`src/sv/gtm_pkg.sv`:
```
// ----------------------------------------------------------------------------
// gtm_pkg
// Shared item codes, widths and lane control type for the 4x4 GEMM tile.
// ----------------------------------------------------------------------------
package gtm_pkg;

  localparam int TILE       = 4;
  localparam int FIELD_W    = 32;
  localparam int KIND_W     = 2;
  localparam int ROW_W      = 2;

  localparam logic [KIND_W-1:0] KIND_CLEAR = 2'd0;
  localparam logic [KIND_W-1:0] KIND_STEP  = 2'd1;
  localparam logic [KIND_W-1:0] KIND_READ  = 2'd2;
  localparam logic [KIND_W-1:0] KIND_NOP   = 2'd3;

  typedef logic signed [FIELD_W-1:0] field_t;

  typedef struct packed {
    logic              load;
    logic              advance;
    logic [KIND_W-1:0] kind;
  } gtm_ctl_t;

endpackage

```
`src/sv/gtm_lane.sv`:
```
// ----------------------------------------------------------------------------
// gtm_lane
// One multiply-accumulate cell: registered scaled product, then accumulator.
// ----------------------------------------------------------------------------
module gtm_lane import gtm_pkg::*; #(
  parameter int DATA_WIDTH = 32,
  parameter int FRAC_BITS  = 8
) (
  input  logic                  clk,
  input  logic                  rst,
  input  gtm_ctl_t              ctl,
  input  field_t                a,
  input  field_t                b,
  output logic [DATA_WIDTH-1:0] acc
);

  logic signed [2*FIELD_W-1:0] full;
  logic signed [2*FIELD_W-1:0] scaled;
  logic [DATA_WIDTH-1:0]       prod;

  assign full   = a * b;
  assign scaled = full >>> FRAC_BITS;

  always_ff @(posedge clk) begin
    if (ctl.load) begin
      prod <= scaled[DATA_WIDTH-1:0];
    end
  end

  always_ff @(posedge clk) begin
    if (rst) begin
      acc <= '0;
    end else if (ctl.advance) begin
      case (ctl.kind)
        KIND_CLEAR: acc <= '0;
        KIND_STEP:  acc <= acc + prod;
        default:    acc <= acc;
      endcase
    end
  end

endmodule

```
`config.mk`:
```
export PLATFORM = sky130hd
export DESIGN_NAME = gtm_lane
export DESIGN_NICKNAME = d
export VERILOG_FILES = /design/src/sv/gtm_pkg.sv /design/src/sv/gtm_lane.sv
export SDC_FILE = /design/constraint.sdc
export NUM_CORES = 2
export LEC_CHECK = 0
export BUFFER_PORTS_ARGS = -buffer_cell sky130_fd_sc_hd__buf_2
export CAP_MARGIN = 20
export CORE_ASPECT_RATIO = 0.9
export CORE_UTILIZATION = 29
export CTS_CLUSTER_DIAMETER = 40
export DETAILED_ROUTE_END_ITERATION = 16
export GPL_TIMING_DRIVEN = 1
export SLEW_MARGIN = 20
export SYNTH_ARGS = -nofsm -noshare
export SYNTH_HDL_FRONTEND = slang
export SYNTH_SLANG_ARGS = --single-unit
```
`constraint.sdc`:
```
create_clock -name clk -period 7.4 [get_ports clk]
set_clock_uncertainty 0.15 [all_clocks]
set_input_delay 1.11 -clock clk [delete_from_list [all_inputs] [get_ports clk]]
set_output_delay 1.11 -clock clk [all_outputs]
set_load 0.01 [all_outputs]
```
After elaboration in Yosys (flattened, before gate mapping)
Index checks and enable logic that the tools add are counted.
{"block": "word_totals", "reg_bits": 64, "in_bits": 70, "word_cells": 9}
{"block": "op_classes", "add_sub_neg": 1, "multipliers": 1, "n_eq_ne": 1, "mux": 1, "n_reduce_logical": 3}
{"op": "$pmux 32 s2", "n": 1}
{"op": "$mul 32x32->40", "n": 1}
{"op": "$add 32x32->32", "n": 1}
{"op": "$eq 2x1->1 const B", "n": 1}
{"op": "$logic_not 2->1", "n": 1}
{"op": "$reduce_and 2->1", "n": 1}
{"op": "$reduce_bool 2->1", "n": 1}

Logic depth before layout (Yosys ltp)
{"block": "logic_depth", "ltp_word": 3, "ltp_mapped": 28, "ltp_nobuf": 26}

Least setup slack after synthesis
Ideal clock, no wire load.
{"block": "synth_timing", "path_kind": "input -> register", "from": "input port b[10]", "to": "register prod[31] (data pin)", "setup_ns": 0.266, "t_arrival_ns": 7.464, "path_slack_ns": -0.480, "cell_stages": 22, "n_path_buf": 2, "cell_sequence": "clkbuf_1 clkbuf_1 nand2_1 fa_1 fa_1 fa_1 fa_1 inv_1 fa_1 fa_1 fa_1 fa_1 ha_1 or2_2 a21oi_1 a21oi_1 a31o_2 a21oi_1 a2111o_1 nand2_1 o41ai_1 xnor2_1"}
{"block": "synth_between", "elab_chain_len": 1}
{"item": "start: declaration", "line_no": "gtm_lane.sv:13", "text": "input field_t b,"}
{"item": "$mul 32x32->40", "line_no": "gtm_lane.sv:21", "text": "assign full = a * b;"}
{"item": "named net full[39]", "line_no": "gtm_lane.sv:17", "text": "logic signed [2*FIELD_W-1:0] full;"}
{"item": "end signal: assignment", "line_no": "gtm_lane.sv:26", "text": "prod <= scaled[DATA_WIDTH-1:0];"}
{"item": "end: declaration", "line_no": "gtm_lane.sv:19", "text": "logic [DATA_WIDTH-1:0] prod;"}
The timed path passes the listed nets, and every way through them passes these cells.
A chain may end at the register's enable or synchronous reset.

Final worst setup path
{"block": "layout_timing", "from": "input port b[9]", "to": "register prod[29] (data pin)"}
Same word-level chain as after synthesis.

==> reports/summary.txt <==
Layout area overhead -> 19.54%
Count leader, synth -> inv_1
Std-Cell Core Area -> 90050 um2
Data arrival, critical path -> 7.34 ns
Reg area -> 1602 um2
Initial antenna violation count -> 2
CTS clk-pin slew, worst paths -> 0.05 ns
Placed cell area -> 30350 um2
Avg Inst Size Synth -> 9.354 um2
Fmax -> 0.1352 GHz
Period Utilization, post-route -> 99.93%
CP most frequent cell -> fa_1
#FFs+latches synth -> 64
Routed wire length -> 68.09 mm
Filler Cells Inserted -> 9200
Fraction of layout cells with a size suffix above 1 -> 17.60%
# DRC -> 0
Final instance area -> 31700 um2
Sinks on Clock Net -> 64
Share of Yosys cell area claimed by the top area cell type -> 48.54%
DRT Pass-1 Iters -> 5
Initial DRC Count -> 875
Synth Instances -> 2835
Die Area -> 92660 um2
Initial Util -> 29.45%
Sequential fraction of the synthesis area -> 6.039%
Worst hold-check path type -> reg2reg
Post-Synthesis Cell Area -> 26520 um2
Yosys warnings -> 0
Relative slew slack -> 43.68%
Clock root cell -> clkbuf_16
Worst-path cell chain -> buf_8 -> buf_4 -> nand2_1 -> fa_1 -> fa_1 -> fa_1 -> fa_1 -> inv_2 -> fa_1 -> fa_1 -> fa_1 -> fa_1 -> ha_4 -> or2_4 -> a21oi_2 -> a21oi_2 -> a31o_2 -> a21oi_4 -> a2111o_1 -> nand3b_1 -> buf_4 -> xor2_1
First-pass GRT wire length -> 111.0 mm
Cell variety after synth -> 67
Critical path's slowest cell -> fa_1
Worst skew pair latency -> 0.34 ns
Cell total after placement -> 4290
Post-detailed-route count of antenna-violating nets -> 0
RSZ-0062 raised after global routing -> yes
Post-synth ARST share -> 0%
Clock Tree Buf Depth -> 2
Post-synth top cells -> inv_1 (645), fa_1 (643), and2_1 (476)
Post-detail-place hpwl -> 61.17 mm
Crit path required time -> 7.34 ns
Status -> finished, final reports clean
H-tree levels -> 3
Area of the multi-input gates -> 22620 um2
Drt wl/cell -> 15.75 um
Worst slew pin tran -> 0.8448 ns
TritonCTS clock tree -> done
CP Class -> in2reg
Synth area leader -> fa_1
Startpoint Class -> input port
Final #Nets -> 3996
Post-synth net total -> 3734
Via Count -> 18970
Hold-fix buffers, CTS -> 0
Placer congestion estimate -> 0.8456
Vias per cell -> 4.388
Final setup viols -> 0
Chip Width -> 320.8 um
Final Critical Period -> 7.395 ns
Ys flop type -> edfxtp_1
Slew Limit Fails -> 0
Post-route insts no fill -> 4324
Max Cap Violations -> 0
All-layer global routing usage -> 15.26%
Crit-path max FO -> 17
Dominant cells by area after synthesis -> fa_1 (49%), and2_1 (11%), inv_1 (9.1%), ha_1 (8.8%), nand2_1 (4.1%)
Final Hold Fails -> 0
Io pins -> 102
Vias in the first global route -> 20490
DIE HEIGHT -> 288.9 um
Port bufs -> 101
Largest net degree at the start of global routing -> 33
Total global routing overflow -> 0
EDFF count, synth -> 32
Critical Path Sink Type -> flip-flop
Clock buffer count from CTS -> 9
FP Rows -> 104
CP max stage delay -> 0.59 ns
==> cell usage in the layout, fill, tap and decap left out, types with 9 or more instances in the layout <==
cell type,instances
a21oi_2,12
buf_12,22
buf_6,28
nor2_1,43
ha_1,164
buf_8,9
xnor2_1,73
and2_4,20
fa_2,29
ha_4,22
clkbuf_16,10
a21o_1,19
buf_2,59
nor2b_1,11
nand2_1,285
o21ai_1,11
inv_1,640
a22oi_1,13
fa_1,614
dfxtp_1,32
buf_4,268
a22o_1,12
nor3_1,17
edfxtp_1,32
and2_1,457
xor2_1,28
a21oi_1,39
==> final cells by class <==
| class | count | share of cell area (%) |
|---|---|---|
| repair buffers | 391 | 10.20 |
| well taps | 1219 | 4.811 |
| multi-input cells | 1986 | 71.35 |
| clock buffers | 12 | 0.8446 |
| diodes | 3 | 0.02368 |
| clock inverters | 4 | 0.08288 |
| flip-flops and latches | 64 | 5.052 |
| inverters | 645 | 7.637 |
==> metal layers <==
layer  vias to the layer above  global-route usage (%)  wire length [um]
li1                       8824                       -                 -
met1                      9819                   20.09             29180
met2                       283                   27.61             35530
met3                        46                   1.265              2148
met4                         0                   2.596              1225
met5                         -                       0                 0
==> metrics by stage <==
stage	util, %	setup TNS, ns	setup WS (ns)	hold WS (ns)
3_3_place_gp	33.71	-10.11	-0.6833	0.3091
5_1_grt	35.20	-2.118	-0.2379	0.3582
3_5_place_dp	33.71	-11.23	-0.7146	0.3136
6_report	35.21	0	0.005092	0.3207
2_1_floorplan	-	-0.2271	-0.1251	0.3421
4_1_cts	34.54	-0.2128	-0.07371	0.3232
==> flip-flops by register name (all words and copies together) (netlist names) <==
signal	cells
acc	32
prod	32
==> final timing paths <==
| check | startpoint | end | slack [ns] | depth (start not counted) |
|---|---|---|---|---|
| setup reg to reg | prod[0]$_DFFE_PP_ | acc[30]$_SDFFE_PP0P_ | 3.87 | 12 |
| hold / removal | acc[31]$_SDFFE_PP0P_ | acc[31]$_SDFFE_PP0P_ | 0.32 | 2 |
| setup / recovery | b[9] | prod[29]$_DFFE_PP_ | 0.005 | 22 |
| hold reg to reg | acc[31]$_SDFFE_PP0P_ | acc[31]$_SDFFE_PP0P_ | 0.32 | 2 |
==> logic make-up (layout without fill, tap and decap cells) <==
logic type,after synthesis,count (layout),synth area share [%]
xor+xnor,105,105,3.468
other cells,0,3,0
compound gates,166,166,4.322
fa+ha+maj,829,829,57.32
simple gates,886,886,17.74
flops,64,64,6.039
buf+inv,785,1052,11.12
==> critical path, delay by kind of cell <==
kind                     cells  cell delay (ns)
AND/OR/NAND/NOR              3             0.42
adder cells (fa/ha/maj)      9             4.39
buffers and inverters        4             0.50
AO/OA/AOI/OAI                5             0.79
XOR/XNOR                     1             0.13
==> what timing repair did <==
item / 4_1_cts / 5_1_grt
setup endpoints to repair: 19 / 22
gates resized for setup: 117 / 121
pin swaps: 47 / 83
setup buffers: 7 / 9
Power is not shown: default switching activity piles up to over one toggle a cycle in this logic, so the estimate is an artifact.
