==> src/sv/gtm_pkg.sv <==
// ----------------------------------------------------------------------------
// gtm_pkg
// Shared item codes, widths and lane control type for the 4x4 GEMM tile.
// ----------------------------------------------------------------------------
package gtm_pkg;

  localparam int TILE       = 4;
  localparam int FIELD_W    = 32;
  localparam int KIND_W     = 2;
  localparam int ROW_W      = 2;

  localparam logic [KIND_W-1:0] KIND_CLEAR = 2'd0;
  localparam logic [KIND_W-1:0] KIND_STEP  = 2'd1;
  localparam logic [KIND_W-1:0] KIND_READ  = 2'd2;
  localparam logic [KIND_W-1:0] KIND_NOP   = 2'd3;

  typedef logic signed [FIELD_W-1:0] field_t;

  typedef struct packed {
    logic              load;
    logic              advance;
    logic [KIND_W-1:0] kind;
  } gtm_ctl_t;

endpackage

==> src/sv/gtm_res_if.sv <==
// ----------------------------------------------------------------------------
// gtm_res_if
// Result channel: one row of old C plus accumulators.
// ----------------------------------------------------------------------------
interface gtm_res_if import gtm_pkg::*; ();
  logic             valid;
  logic             ready;
  logic [ROW_W-1:0] out_row;
  field_t           sum0;
  field_t           sum1;
  field_t           sum2;
  field_t           sum3;

  modport source (output valid, out_row, sum0, sum1, sum2, sum3, input ready);
  modport sink (input valid, out_row, sum0, sum1, sum2, sum3, output ready);
endinterface

==> src/sv/gtm_merge.sv <==
// ----------------------------------------------------------------------------
// gtm_merge
// Row select over the lanes, add old C, hold the result for the sink.
// ----------------------------------------------------------------------------
module gtm_merge import gtm_pkg::*; #(
  parameter int DATA_WIDTH = 32
) (
  input  logic                  clk,
  input  logic                  rst,
  input  logic                  fire,
  input  logic [ROW_W-1:0]      row,
  input  field_t                old_c [TILE],
  input  logic [DATA_WIDTH-1:0] acc [TILE*TILE],
  gtm_res_if.source             res
);

  logic [DATA_WIDTH-1:0] total [TILE];
  field_t                sum_next [TILE];

  always_comb begin
    for (int c = 0; c < TILE; c++) begin
      total[c]    = DATA_WIDTH'(old_c[c]) + acc[{row, 2'(c)}];
      sum_next[c] = FIELD_W'(total[c]);
    end
  end

  always_ff @(posedge clk) begin
    if (rst) begin
      res.valid <= 1'b0;
    end else if (fire) begin
      res.valid <= 1'b1;
    end else if (res.ready) begin
      res.valid <= 1'b0;
    end
  end

  always_ff @(posedge clk) begin
    if (fire) begin
      res.out_row <= row;
      res.sum0    <= sum_next[0];
      res.sum1    <= sum_next[1];
      res.sum2    <= sum_next[2];
      res.sum3    <= sum_next[3];
    end
  end

endmodule

==> src/flat_wrapper.sv <==
// flat-port wrapper written by rule: the top's interface ports become plain ports
module gtm_merge_flat import gtm_pkg::*;
#(
  parameter int DATA_WIDTH = 32
)
  (clk, rst, fire, row, old_c, acc, res_valid, res_out_row, res_sum0, res_sum1, res_sum2, res_sum3, res_ready);
  gtm_res_if res_i ();
  input  logic clk;
  input  logic rst;
  input  logic fire;
  input  logic [ROW_W-1:0] row;
  input  field_t old_c[TILE];
  input  logic [DATA_WIDTH-1:0] acc[TILE*TILE];
  output wire logic [$bits(res_i.valid)-1:0] res_valid;
  output wire logic [$bits(res_i.out_row)-1:0] res_out_row;
  output wire logic [$bits(res_i.sum0)-1:0] res_sum0;
  output wire logic [$bits(res_i.sum1)-1:0] res_sum1;
  output wire logic [$bits(res_i.sum2)-1:0] res_sum2;
  output wire logic [$bits(res_i.sum3)-1:0] res_sum3;
  input wire logic [$bits(res_i.ready)-1:0] res_ready;
  assign res_valid = res_i.valid;
  assign res_out_row = res_i.out_row;
  assign res_sum0 = res_i.sum0;
  assign res_sum1 = res_i.sum1;
  assign res_sum2 = res_i.sum2;
  assign res_sum3 = res_i.sum3;
  assign res_i.ready = res_ready;
  gtm_merge #(.DATA_WIDTH(DATA_WIDTH)) u_core (.clk(clk), .rst(rst), .fire(fire), .row(row), .old_c(old_c), .acc(acc), .res(res_i));
endmodule
==> config.mk <==
export PLATFORM = sky130hd
export DESIGN_NAME = gtm_merge_flat
export DESIGN_NICKNAME = d
export VERILOG_FILES = /design/src/sv/gtm_pkg.sv /design/src/sv/gtm_res_if.sv /design/src/sv/gtm_merge.sv /design/src/flat_wrapper.sv
export SDC_FILE = /design/constraint.sdc
export NUM_CORES = 1
export LEC_CHECK = 0
export BUFFER_PORTS_ARGS = -buffer_cell sky130_fd_sc_hd__buf_4
export CAP_MARGIN = 10
export CORE_AREA = 5 5 297 299
export DETAILED_ROUTE_END_ITERATION = 6
export DIE_AREA = 0 0 302 304
export PLACE_DENSITY = 0.41
export SKIP_LAST_GASP = 1
export SLEW_MARGIN = 30
export SYNTH_ARGS = -nofsm -noshare
export SYNTH_HDL_FRONTEND = slang
export SYNTH_SLANG_ARGS = --single-unit
==> constraint.sdc <==
create_clock -name clk -period 10.4 [get_ports clk]
set_clock_uncertainty 0.05 [all_clocks]
set_input_delay 2.6 -clock clk [delete_from_list [all_inputs] [get_ports clk]]
set_output_delay 2.6 -clock clk [all_outputs]
set_load 0.05 [all_outputs]
# Word-level counts from Yosys, hierarchy flattened
# Index checks and enable logic that the tools add are counted.
# W data, S select, Z words.
dict set report op_classes {
  reduce_logical 1
  magnitude_cmp 4
  n_mux 14
  n_addsub 4
  n_bitwise 4
}
# cell n
set ops {}
lappend ops {{$bmux W32 S4} 4}
lappend ops {{$mux W32} 8}
lappend ops {{$add A32 B32 Y32} 4}
lappend ops {{$ge A5 B5 Y1 const B} 4}
lappend ops {{$not A4 Y5} 4}
lappend ops {{$mux W1} 2}
lappend ops {{$reduce_bool A2 Y1} 1}
dict set report word_totals {
  output_inout_bits 131
  in_bits 646
  register_bits 131
  wordCells 33
}

# Depth between registers and ports, before layout
# Gate-level depths: netlist of the first run.
dict set report logic_depth {
  ltp_word 5
  ltp_mapped 13
}

# Worst setup path before layout of the first run
# OpenSTA, ideal clock, no wires.
dict set report synth_path {
  path_type {in2reg}
  from {in row[0]}
  to {reg u_core.res.sum2[26] (data pin)}
  required_ns 10.089
  arrival_ns 6.189
  setup_slack_ns 3.901
  setup_ns 0.261
  cell_stages 13
  path_buffers 3
  cell_sequence {buf_2 buf_1 buf_2 mux4_2 ha_1 fa_1 a21o_1 a221oi_2 nand3_1 a31oi_2 o21ai_1 a311o_1 o311a_1}
}
# element line
set synth_lines {}
lappend synth_lines {{from (decl)} flat_wrapper.sv:11} ;# input logic [ROW_W-1:0] row;
lappend synth_lines {{to (signal assigned)} gtm_merge.sv:42} ;# res.sum2 <= sum_next[2];
lappend synth_lines {{to (decl)} gtm_res_if.sv:14} ;# modport source (output valid, out_row, sum0, sum1, sum2, sum3, input ready);

==> out/results.txt, run 1 <==
# nets final - 2783
LEAKAGE - 0.00931 uW
main combinational cell family by area after synthesis - multiplexers
most numerous cell in the Yosys netlist - a21oi_1
FP Rows - 107
P&R area growth vs syn - 55.6%
Post-DP Area - 20900 sq um
area of the mapped netlist - 13700 sq um
Reg clk slew, reported paths - 0.06 ns
Core ar. - 84900 sq um
share of cells above drive strength 1 - 47.2%
Worst Setup EP - u_core.res.sum2[26]$_DFFE_PP_
final setup margin - 4.03 ns
worst slew pin tran - 0.867 ns
Syn Area/Cell - 10.9 sq um
WHS - 0.452 ns
most frequent cells after synthesis - 132 x a21oi_1, 130 x edfxtp_1, 128 x mux4_2
Worst Setup Start Kind - input port
total global-route track usage - 15.5%
DP HPWL - 64.5 mm
vias - 14039
H-Tree Depth - 4
initial antenna violation count - 7
kind of critical path - input port to flop
IO Count - 777
die outline area - 91800 sq um
dpl ws - 3.49 ns
Max-slew headroom - 42.2%
Antenna Nets Post-Route - 0
gp weighted congestion - 0.927
fillers - 9235
pwr/cell area - 144 nW/um^2
Via density - 4.44
Synth Warn # - 0
Critical Path AT - 6.54 ns
1st-iter DRT viols - 855
clock root buffer - clkbuf_16
WL final - 74.2 mm
reg2reg path depth - 2
complex-gate fraction of the synthesized area - 19.4%
Synth area leaders - edfxtp_1 28%, mux4_2 21%, ha_1 11%, a21oi_1 4.8%, xnor2_1 4.3%
first-pass iteration count of the detailed router - 5
XOR/XNOR share of the synthesized area - 7.39%
outcome - complete, no violations
Overflow after GRT - 0
syn_nets - 2037
Final Max Slew Viols - 0
Port Buf Inserts - 776
Synth top area share - 28.4%
DRC viols - 0
post-synthesis cell type count - 71
worst reg2reg setup slack - 9.76 ns
maximum vdd drop - 121 uV
CTS Sinks - 131
Post-CTS Hold Fix Bufs - 0
Fin. Hold Viols - 0
final cycle utilization of the critical path - 61.2%
Yosys reg bits - 131
maximum root-to-sink buffer count - 2
Post-CTS Resized - 0
worst min-delay path startpoint - u_core.res.valid$_SDFFE_PP0P_
CTS tree - yes
Tmin final - 6.37 ns
worst-path fanout max - 49
RR Startpoint - u_core.res.valid$_SDFFE_PP0P_
RSZ-0062 raised after global routing - false
Chip Height - 304 microns
max frequency - 0.157 GHz
Die Wd - 302 microns
cell taking the most area after synthesis - edfxtp_1
Final Instance Area - 21400 sq um
CP required - 10.57 ns
wire per inst - 23.4 microns
post-CTS setup buffer count - 0
Worst-Skew Late Latency - 0.47 ns
first-pass GRT wire length - 105 mm
simple-gate share of the synthesized area - 9.28%
vias in the first global route - 15221
Max Cap Viol - 0
R2R Path End - u_core.res.valid$_SDFFE_PP0P_
Critical Path End Type - flop
register area share after synthesis - 28.5%
EDFF count, synth - 130
Fin Setup TNS - 0 ns
largest net degree at the start of global routing - 56
Critical Path Source - row[0]
Gate Count Post-Synth - 1263
post-synthesis mux area share - 21.1%
final setup fails - 0
Hold Path Class - flop to flop
Antenna diodes - 0
Final Power - 3080 uW
TritonCTS buffer count - 17
FFs w/ async S/R, synth - 0%
Initial Util - 16.2%
ys flop type - edfxtp_1
Post-Synth Adder-Cell Area - 11.9%
sequential cells by signal (all words and copies together) (netlist names):
| signal | cells |
|---|---|
| u_core.res.sum3 | 32 |
| u_core.res.sum0 | 32 |
| u_core.res.valid | 1 |
| u_core.res.out_row | 2 |
| u_core.res.sum1 | 32 |
| u_core.res.sum2 | 32 |
through the flow:
step                      util (%)  std cells
after floorplan                  -       1263
after global placement        24.6       3134
after detailed placement      24.6       3134
after CTS                     25.2       3163
after global routing          25.2       3163
final                         25.2       3163
layout by cell type (no fill, tap or decap), types with 58 or more instances in the layout:
master and instances:
a21o_1 67, a21oi_1 132, buf_4 780, edfxtp_1 130, ha_1 124, mux4_2 128, nand2_1 96, nor2_1 62
o21ai_0 58, xnor2_1 67
cell type report:
type / count / area [sq um] / share of cell area, %
clock buffers: 20 / 437 / 2.04
clock inverters: 9 / 91.3 / 0.427
repair buffers: 784 / 5910 / 27.7
well taps: 1144 / 1430 / 6.69
multi-input cells: 1049 / 9490 / 44.4
flip-flops and latches: 131 / 3920 / 18.3
inverters: 26 / 97.6 / 0.456
kinds of logic after synthesis:
kind of cell,count (synthesis)
compound gates,403
fa+ha+maj,128
simple gates,272
buf+inv,83
mux,130
xor+xnor,116
flops,131
worst min-delay path by stage:
stage                                     to  cells after the start  slack, ns
3_5_place_dp   u_core.res.valid$_SDFFE_PP0P_                      2       0.44
5_1_grt        u_core.res.valid$_SDFFE_PP0P_                      2       0.49
4_1_cts        u_core.res.valid$_SDFFE_PP0P_                      2       0.46
2_1_floorplan  u_core.res.valid$_SDFFE_PP0P_                      2       0.68
3_3_place_gp   u_core.res.valid$_SDFFE_PP0P_                      2       0.43
6_report       u_core.res.valid$_SDFFE_PP0P_                      2       0.45
critical path, stage by stage:
cell      delay, ns
buf_8          0.43
buf_4          0.61
mux4_2         0.58
ha_1           0.37
a21o_1         0.20
a221oi_2       0.44
nand3_1        0.23
a31oi_2        0.31
o21ai_1        0.16
a311o_1        0.38
o311a_1        0.13
metal layers:
metal / wire (microns) / global-route usage (%) / part of all wire [%] / vias to the layer above
met2: 37900 / 27.7 / 51 / 524
met4: 668 / 2.60 / 0.90 / 4
met3: 5520 / 4.69 / 7.4 / 34
li1: - / - / - / 6539
met1: 30100 / 18.6 / 41 / 6938
met5: 20 / 0 / 0.027 / -
where the power goes:
group	switching [uW]	total (uW)	internal (uW)	leakage [uW]
Combinational	1040	1700	657	0.00776
Clock	255	598	343	0.000262
Sequential	38.7	782	743	0.00128
Total	1340	3080	1740	0.00931
Power figures use the tool's default switching activity.
==> run 2: changes to the inputs <==
--- a/config.mk
+++ b/config.mk
@@ -5,12 +5,13 @@
 export SDC_FILE = /design/constraint.sdc
 export NUM_CORES = 1
 export LEC_CHECK = 0
+export ABC_AREA = 1
 export BUFFER_PORTS_ARGS = -buffer_cell sky130_fd_sc_hd__buf_4
 export CAP_MARGIN = 10
-export CORE_AREA = 5 5 297 299
+export CORE_AREA = 5 5 302 304
 export DETAILED_ROUTE_END_ITERATION = 6
-export DIE_AREA = 0 0 302 304
-export PLACE_DENSITY = 0.41
+export DIE_AREA = 0 0 307 309
+export PLACE_DENSITY = 0.43
 export SKIP_LAST_GASP = 1
 export SLEW_MARGIN = 30
 export SYNTH_ARGS = -nofsm -noshare
==> constraint.sdc (replaced) <==
create_clock -name clk -period 6.5 [get_ports clk]
set_clock_uncertainty 0.05 [all_clocks]
set_input_delay 1.625 -clock clk [delete_from_list [all_inputs] [get_ports clk]]
set_output_delay 1.625 -clock clk [all_outputs]
set_load 0.05 [all_outputs]
==> out/results.txt, run 2 <==
final cycle utilization of the critical path - 72.9%
Max Cap Viol - 0 (unchanged)
Synth Warn # - 0 (unchanged)
ys flop type - edfxtp_1
Antenna Nets Post-Route - 0 (unchanged)
Port Buf Inserts - 776 (unchanged)
Synth area leaders - edfxtp_1 23%, nand2_1 22%, inv_1 10%, ha_1 9.3%, nor2_1 9.1%
Post-CTS Resized - 0 (unchanged)
vias - 20636 (+47%)
Top Family by Delay on Critical Path - buffers and inverters
DP HPWL - 81.5 mm (+26%)
Gate Count Post-Synth - 2832 (+120%)
RR Startpoint - u_core.res.valid$_SDFFE_PP0P_
wire per inst - 20.0 microns (-15%)
R2R Path End - u_core.res.valid$_SDFFE_PP0P_
P&R area growth vs syn - 45.9%
Critical Path End Type - flop
Chip Height - 309 microns (+1.6%)
storage element area - 3920 sq um (unchanged)
Overflow after GRT - 0 (unchanged)
maximum vdd drop - 211 uV (+75%)
Reg clk slew, reported paths - 0.07 ns (about the same)
worst-path fanout max - 89 (+82%)
most frequent cells in the layout - 956 x nand2_1, 787 x buf_4, 449 x inv_1, 405 x nor2_1, 248 x o21ai_0
DRC viols - 0 (unchanged)
Crit path buffers/inverters - 3 (+1)
Worst-Skew Late Latency - 0.49 ns (+0.02 ns)
cell mode on critical path - nand2_1
vias in the first global route - 20757 (+36%)
CP cell instances - clkbuf_8 > inv_8 > buf_4 > nor2_1 > o22ai_1 > ha_1 > fa_1 > nand3_1 > nand3_1 > nand2_1 > nand2_1 > nand2_1 > nand2_1 > nand2_1 > nand3_1 > nand2_1
Post-CTS Hold Fix Bufs - 0 (unchanged)
register area share after synthesis - 23.5% (-5.0 points)
Final Power - 5100 uW (+66%)
H-Tree Depth - 4 (unchanged)
Max-slew headroom - 40.7% (-1.4 points)
1st-iter DRT viols - 1160 (+36%)
share of cells above drive strength 1 - 23.0% (-24 points)
syn_nets - 3606 (+77%)
gp weighted congestion - 0.882 (-4.8%)
FFs w/ async S/R, synth - 0% (unchanged)
largest net degree at the start of global routing - 94 (+68%)
# nets final - 4335 (+56%)
TritonCTS buffer count - 17 (unchanged)
Endpoint, Worst Hold - u_core.res.valid$_SDFFE_PP0P_
reg2reg path depth - 2 (unchanged)
Fin. Hold Viols - 0 (unchanged)
maximum root-to-sink buffer count - 2 (unchanged)
Via density - 4.35 (-1.9%)
WHS - 0.463 ns (+0.0114 ns)
post-CTS setup buffer count - 0 (unchanged)
Initial Util - 18.9% (+2.8 points)
worst slew pin tran - 0.880 ns (+0.0124 ns)
Critical Path AT - 4.94 ns (-1.60 ns)
initial antenna violation count - 2 (-5)
worst min-delay path startpoint - u_core.res.valid$_SDFFE_PP0P_
most numerous cell in the Yosys netlist - nand2_1
Synth top area share - 23.4% (-5.0 points)
RSZ-0062 raised after global routing - false
CP required - 6.70 ns (-3.87 ns)
max frequency - 0.211 GHz
final setup fails - 0 (unchanged)
Tmin final - 4.74 ns
Worst Setup Start Kind - input port
Die Wd - 307 microns (+1.7%)
Multi-input gate area - 10600 sq um (+11%)
Fin Setup TNS - 0 ns (unchanged)
kind of critical path - input port to flop
pwr/cell area - 210 nW/um^2 (+46%)
worst reg2reg setup slack - 5.84 ns (-3.92 ns)
FP Rows - 109 (+1.9%)
hold path cells - 2 (unchanged)
die outline area - 94900 sq um (+3.3%)
first-pass GRT wire length - 134 mm (+28%)
Hold Path Class - flop to flop
IO Count - 777 (unchanged)
Yosys reg bits - 131 (unchanged)
post-synthesis cell type count - 22 (-69%)
cell taking the most area after synthesis - edfxtp_1
CTS tree - yes
slowest cell delay on critical path - 0.40 ns (-0.21 ns)
Final Max Slew Viols - 0 (unchanged)
CTS Sinks - 131 (unchanged)
WL final - 94.6 mm (+28%)
Core ar. - 88000 sq um (+3.6%)
outcome - complete, no violations
fillers - 10037 (+8.7%)
total global-route track usage - 18.9% (+3.4 points)
area of the mapped netlist - 16700 sq um (+21%)
clock root buffer - clkbuf_16
most frequent cells after synthesis - 956 x nand2_1, 450 x inv_1, 405 x nor2_1
slowest CP cell - inv_8
Syn Area/Cell - 5.88 sq um (-46%)
LEAKAGE - 0.0132 uW (+42%)
EDFF count, synth - 130 (unchanged)
first-pass iteration count of the detailed router - 5 (unchanged)
most common cell after layout, fill and taps aside - nand2_1
run 2: changes by cell type in the layout (fill, tap and decap cells not counted), sizes merged, moves of 85 or more:
cell,delta
nor2,+343
o22ai,+121
nand3,+85
o21ai,+185
inv,+427
nand2,+860
mux4,-128
run 2: worst max-delay path by stage:
stage	from	end	slack, ns	cells after the start
2_1_floorplan	row[0]	u_core.res.sum0[28]$_DFFE_PP_	2.50	19
3_3_place_gp	row[0]	u_core.res.sum3[28]$_DFFE_PP_	1.04	16
3_5_place_dp	row[0]	u_core.res.sum3[28]$_DFFE_PP_	1.11	16
4_1_cts	row[0]	u_core.res.sum3[28]$_DFFE_PP_	1.66	16
5_1_grt	row[0]	u_core.res.sum3[28]$_DFFE_PP_	1.55	16
6_report	row[0]	u_core.res.sum3[28]$_DFFE_PP_	1.76	16
run 2: report_power, final:
part           internal, uW  switching (uW)
clock                   639             456
sequential             1160            84.0
combinational           927            1830
total                  2730            2370
run 2: metal layers:
layer  GRT usage (%)  vias up  part of all wire, %
li1                -    10493                    -
met1            22.4     9424                   42
met2            35.3      670                   51
met3            4.16       47                  6.0
met4            3.33        2                  1.2
met5               0        -                0.014
run 2: final cells by class:
cell class,count,area share [%]
Multi-Input combinational cell,2166,43.5
Inverter,451,7.00
Clock buffer,18,1.77
Sequential cell,131,16.1
Tap cell,1165,6.00
Timing Repair Buffer,794,24.8
Antenna cell,2,0.0206
Clock inverter,14,0.762
run 2: logic make-up after synthesis:
kind of cell	synth area share [%]
AO/OA/AOI/OAI	15.1
XOR/XNOR	3.36
adder cells (fa/ha/maj)	9.79
buffers and inverters	13.0
flip-flops	23.5
AND/OR/NAND/NOR	35.2
run 2: worst min-delay path: cells and delay by family (launching register included):
family	cells	cell delay, ns
compound gates	1	0.07
flops	1	0.34
simple gates	1	0.07
run 2: metrics by stage:
step / cell area (sq um) / cells / utilization (%) / worst slack (ns)
5_1_grt: 24300 / 4739 / 27.6 / 1.55
2_1_floorplan: 16700 / 2832 / - / 2.50
6_report: 24300 / 4741 / 27.6 / 1.76
3_5_place_dp: 23700 / 4707 / 26.9 / 1.11
4_1_cts: 24300 / 4739 / 27.6 / 1.66
3_3_place_gp: 23700 / 4707 / 26.9 / 1.04
==> run 3: changes to the inputs <==
==> constraint.sdc (replaced) <==
create_clock -name clk -period 4.5 [get_ports clk]
set_clock_uncertainty 0.05 [all_clocks]
set_input_delay 1.125 -clock clk [delete_from_list [all_inputs] [get_ports clk]]
set_output_delay 1.125 -clock clk [all_outputs]
set_load 0.05 [all_outputs]
==> out/results.txt, run 3 (synthesized netlist as in run 2, its figures left out) <==
max frequency - 0.270 GHz
final setup margin - 0.794 ns (-0.966 ns)
die outline area - 94900 sq um (unchanged)
worst slew pin tran - 0.794 ns (-0.0856 ns)
Worst Setup EP - u_core.res.sum0[30]$_DFFE_PP_
Max Cap Viol - 0 (unchanged)
reg2reg path depth - 2 (unchanged)
gp weighted congestion - 0.895 (+1.5%)
final setup fails - 0 (unchanged)
clock root buffer - clkbuf_16
P&R area growth vs syn - 47.5%
Reg clk slew, reported paths - 0.06 ns (about the same)
Core ar. - 88000 sq um (unchanged)
Fin. Hold Viols - 0 (unchanged)
post-CTS setup buffer count - 0 (unchanged)
largest net degree at the start of global routing - 86 (-8.5%)
Overflow after GRT - 0 (unchanged)
outcome - complete, no violations
fin util - 28.0% (+0.31 points)
total global-route track usage - 19.2% (+0.36 points)
most common cell after layout, fill and taps aside - nand2_1
R2R Path End - u_core.res.valid$_SDFFE_PP0P_
initial antenna violation count - 14 (+12)
CP required - 4.69 ns (-2.01 ns)
Die Wd - 307 microns (unchanged)
Port Buf Inserts - 776 (unchanged)
Hold Path Class - flop to flop
H-Tree Depth - 4 (unchanged)
pwr/cell area - 301 nW/um^2 (+43%)
Initial Util - 18.9% (unchanged)
share of cells above drive strength 1 - 23.7% (+0.67 points)
final cycle utilization of the critical path - 82.4%
wire per inst - 20.2 microns (+1.2%)
slowest cell delay on critical path - 0.39 ns (about the same)
kind of critical path - input port to flop
first-pass iteration count of the detailed router - 7 (+2)
maximum vdd drop - 294 uV (+39%)
vias in the first global route - 21190 (+2.1%)
CTS Sinks - 131 (unchanged)
Post-CTS Resized - 0 (unchanged)
Critical Path Source - row[0]
# nets final - 4366 (+0.72%)
Antenna Nets Post-Route - 0 (unchanged)
Max-slew headroom - 47.0% (+6.3 points)
Worst-Skew Late Latency - 0.48 ns (about the same)
Tmin final - 3.71 ns
IO Count - 777 (unchanged)
Critical Path End Type - flop
met2 wire len - 47.5 mm (-2.0%)
CTS tree - yes
Final Max Slew Viols - 0 (unchanged)
met3 wire length - 6.70 mm (+19%)
Fin Setup TNS - 0 ns (unchanged)
dpl ws - 0.241 ns (-0.866 ns)
Chip Height - 309 microns (unchanged)
Post-CTS Hold Fix Bufs - 0 (unchanged)
Worst Setup Start Kind - input port
DRC viols - 0 (unchanged)
1st-iter DRT viols - 1305 (+13%)
CP cell instances - clkbuf_8 > inv_8 > buf_12 > o21ai_0 > o22ai_1 > buf_4 > ha_1 > nand2_1 > inv_1 > nand2_1 > inv_1 > a21oi_1 > nand2_1 > nand2_1 > nand2_1 > nand2_1 > nand2_1
Critical Path AT - 3.89 ns (-1.05 ns)
Via density - 4.38 (+0.55%)
maximum root-to-sink buffer count - 2 (unchanged)
cell mode on critical path - nand2_1
worst reg2reg setup slack - 3.85 ns (-1.99 ns)
M1 WL - 39.4 mm (+0.16%)
first-pass GRT wire length - 135 mm (+0.90%)
RR Startpoint - u_core.res.valid$_SDFFE_PP0P_
TritonCTS buffer count - 17 (unchanged)
FP Rows - 109 (unchanged)
worst-path fanout max - 85 (-4.5%)
Max Used Layer - met5
slowest CP cell - o22ai_1
DP HPWL - 83.1 mm (+2.0%)
LEAKAGE - 0.0134 uW (+1.2%)
worst min-delay path startpoint - u_core.res.valid$_SDFFE_PP0P_
WL final - 96.4 mm (+2.0%)
vias - 20898 (+1.3%)
most frequent cells in the layout - 956 x nand2_1, 814 x buf_4, 449 x inv_1, 405 x nor2_1, 248 x o21ai_0
RSZ-0062 raised after global routing - false
## run 3: where the power goes
group	internal (uW)	switching [uW]	total (uW)
Sequential	1680	109	1790
Clock	916	633	1550
Combinational	1370	2680	4050
## run 3: critical path, delay by kind of cell
| family | cells | cell delay, ns |
|---|---|---|
| buffers and inverters | 6 | 1.09 |
| and+or+nand+nor | 7 | 0.66 |
| adders and majority gates | 1 | 0.28 |
| AOI/OAI and AO/OA | 3 | 0.66 |
## run 3: worst min path at each step
stage / to / cells past startpoint
final: u_core.res.valid$_SDFFE_PP0P_ / 2
after global routing: u_core.res.valid$_SDFFE_PP0P_ / 2
after CTS: u_core.res.valid$_SDFFE_PP0P_ / 2
after detailed placement: u_core.res.valid$_SDFFE_PP0P_ / 2
after global placement: u_core.res.valid$_SDFFE_PP0P_ / 2
after floorplan: u_core.res.valid$_SDFFE_PP0P_ / 2
## run 3: cell type report
| class | count | area [sq um] |
|---|---|---|
| Antenna cell | 6 | 15.0 |
| Clock buffer | 20 | 437 |
| Clock inverter | 11 | 161 |
| Fill cell | 10143 | 63400 |
| Inverter | 451 | 1700 |
| Multi-Input combinational cell | 2166 | 10600 |
| Sequential cell | 131 | 3920 |
| Tap cell | 1165 | 1460 |
| Timing Repair Buffer | 825 | 6320 |
## run 3: stage by stage
stage / cell area, sq um / hold slack, ns / power (uW) / std cells
6_report: 24600 / 0.451 / 7390 / 4775
5_1_grt: 24600 / 0.509 / 7870 / 4770
2_1_floorplan: 16700 / 0.693 / 4180 / 2832
3_3_place_gp: 24000 / 0.428 / 5920 / 4738
4_1_cts: 24600 / 0.456 / 7520 / 4769
3_5_place_dp: 24000 / 0.441 / 5910 / 4738
## run 3: per-layer routing
metal | vias to the layer above | global-route usage, %
met1 | 9464 | 22.4
li1 | 10558 | -
met4 | 14 | 5.77
met2 | 755 | 34.8
met3 | 107 | 4.93
met5 | - | 0
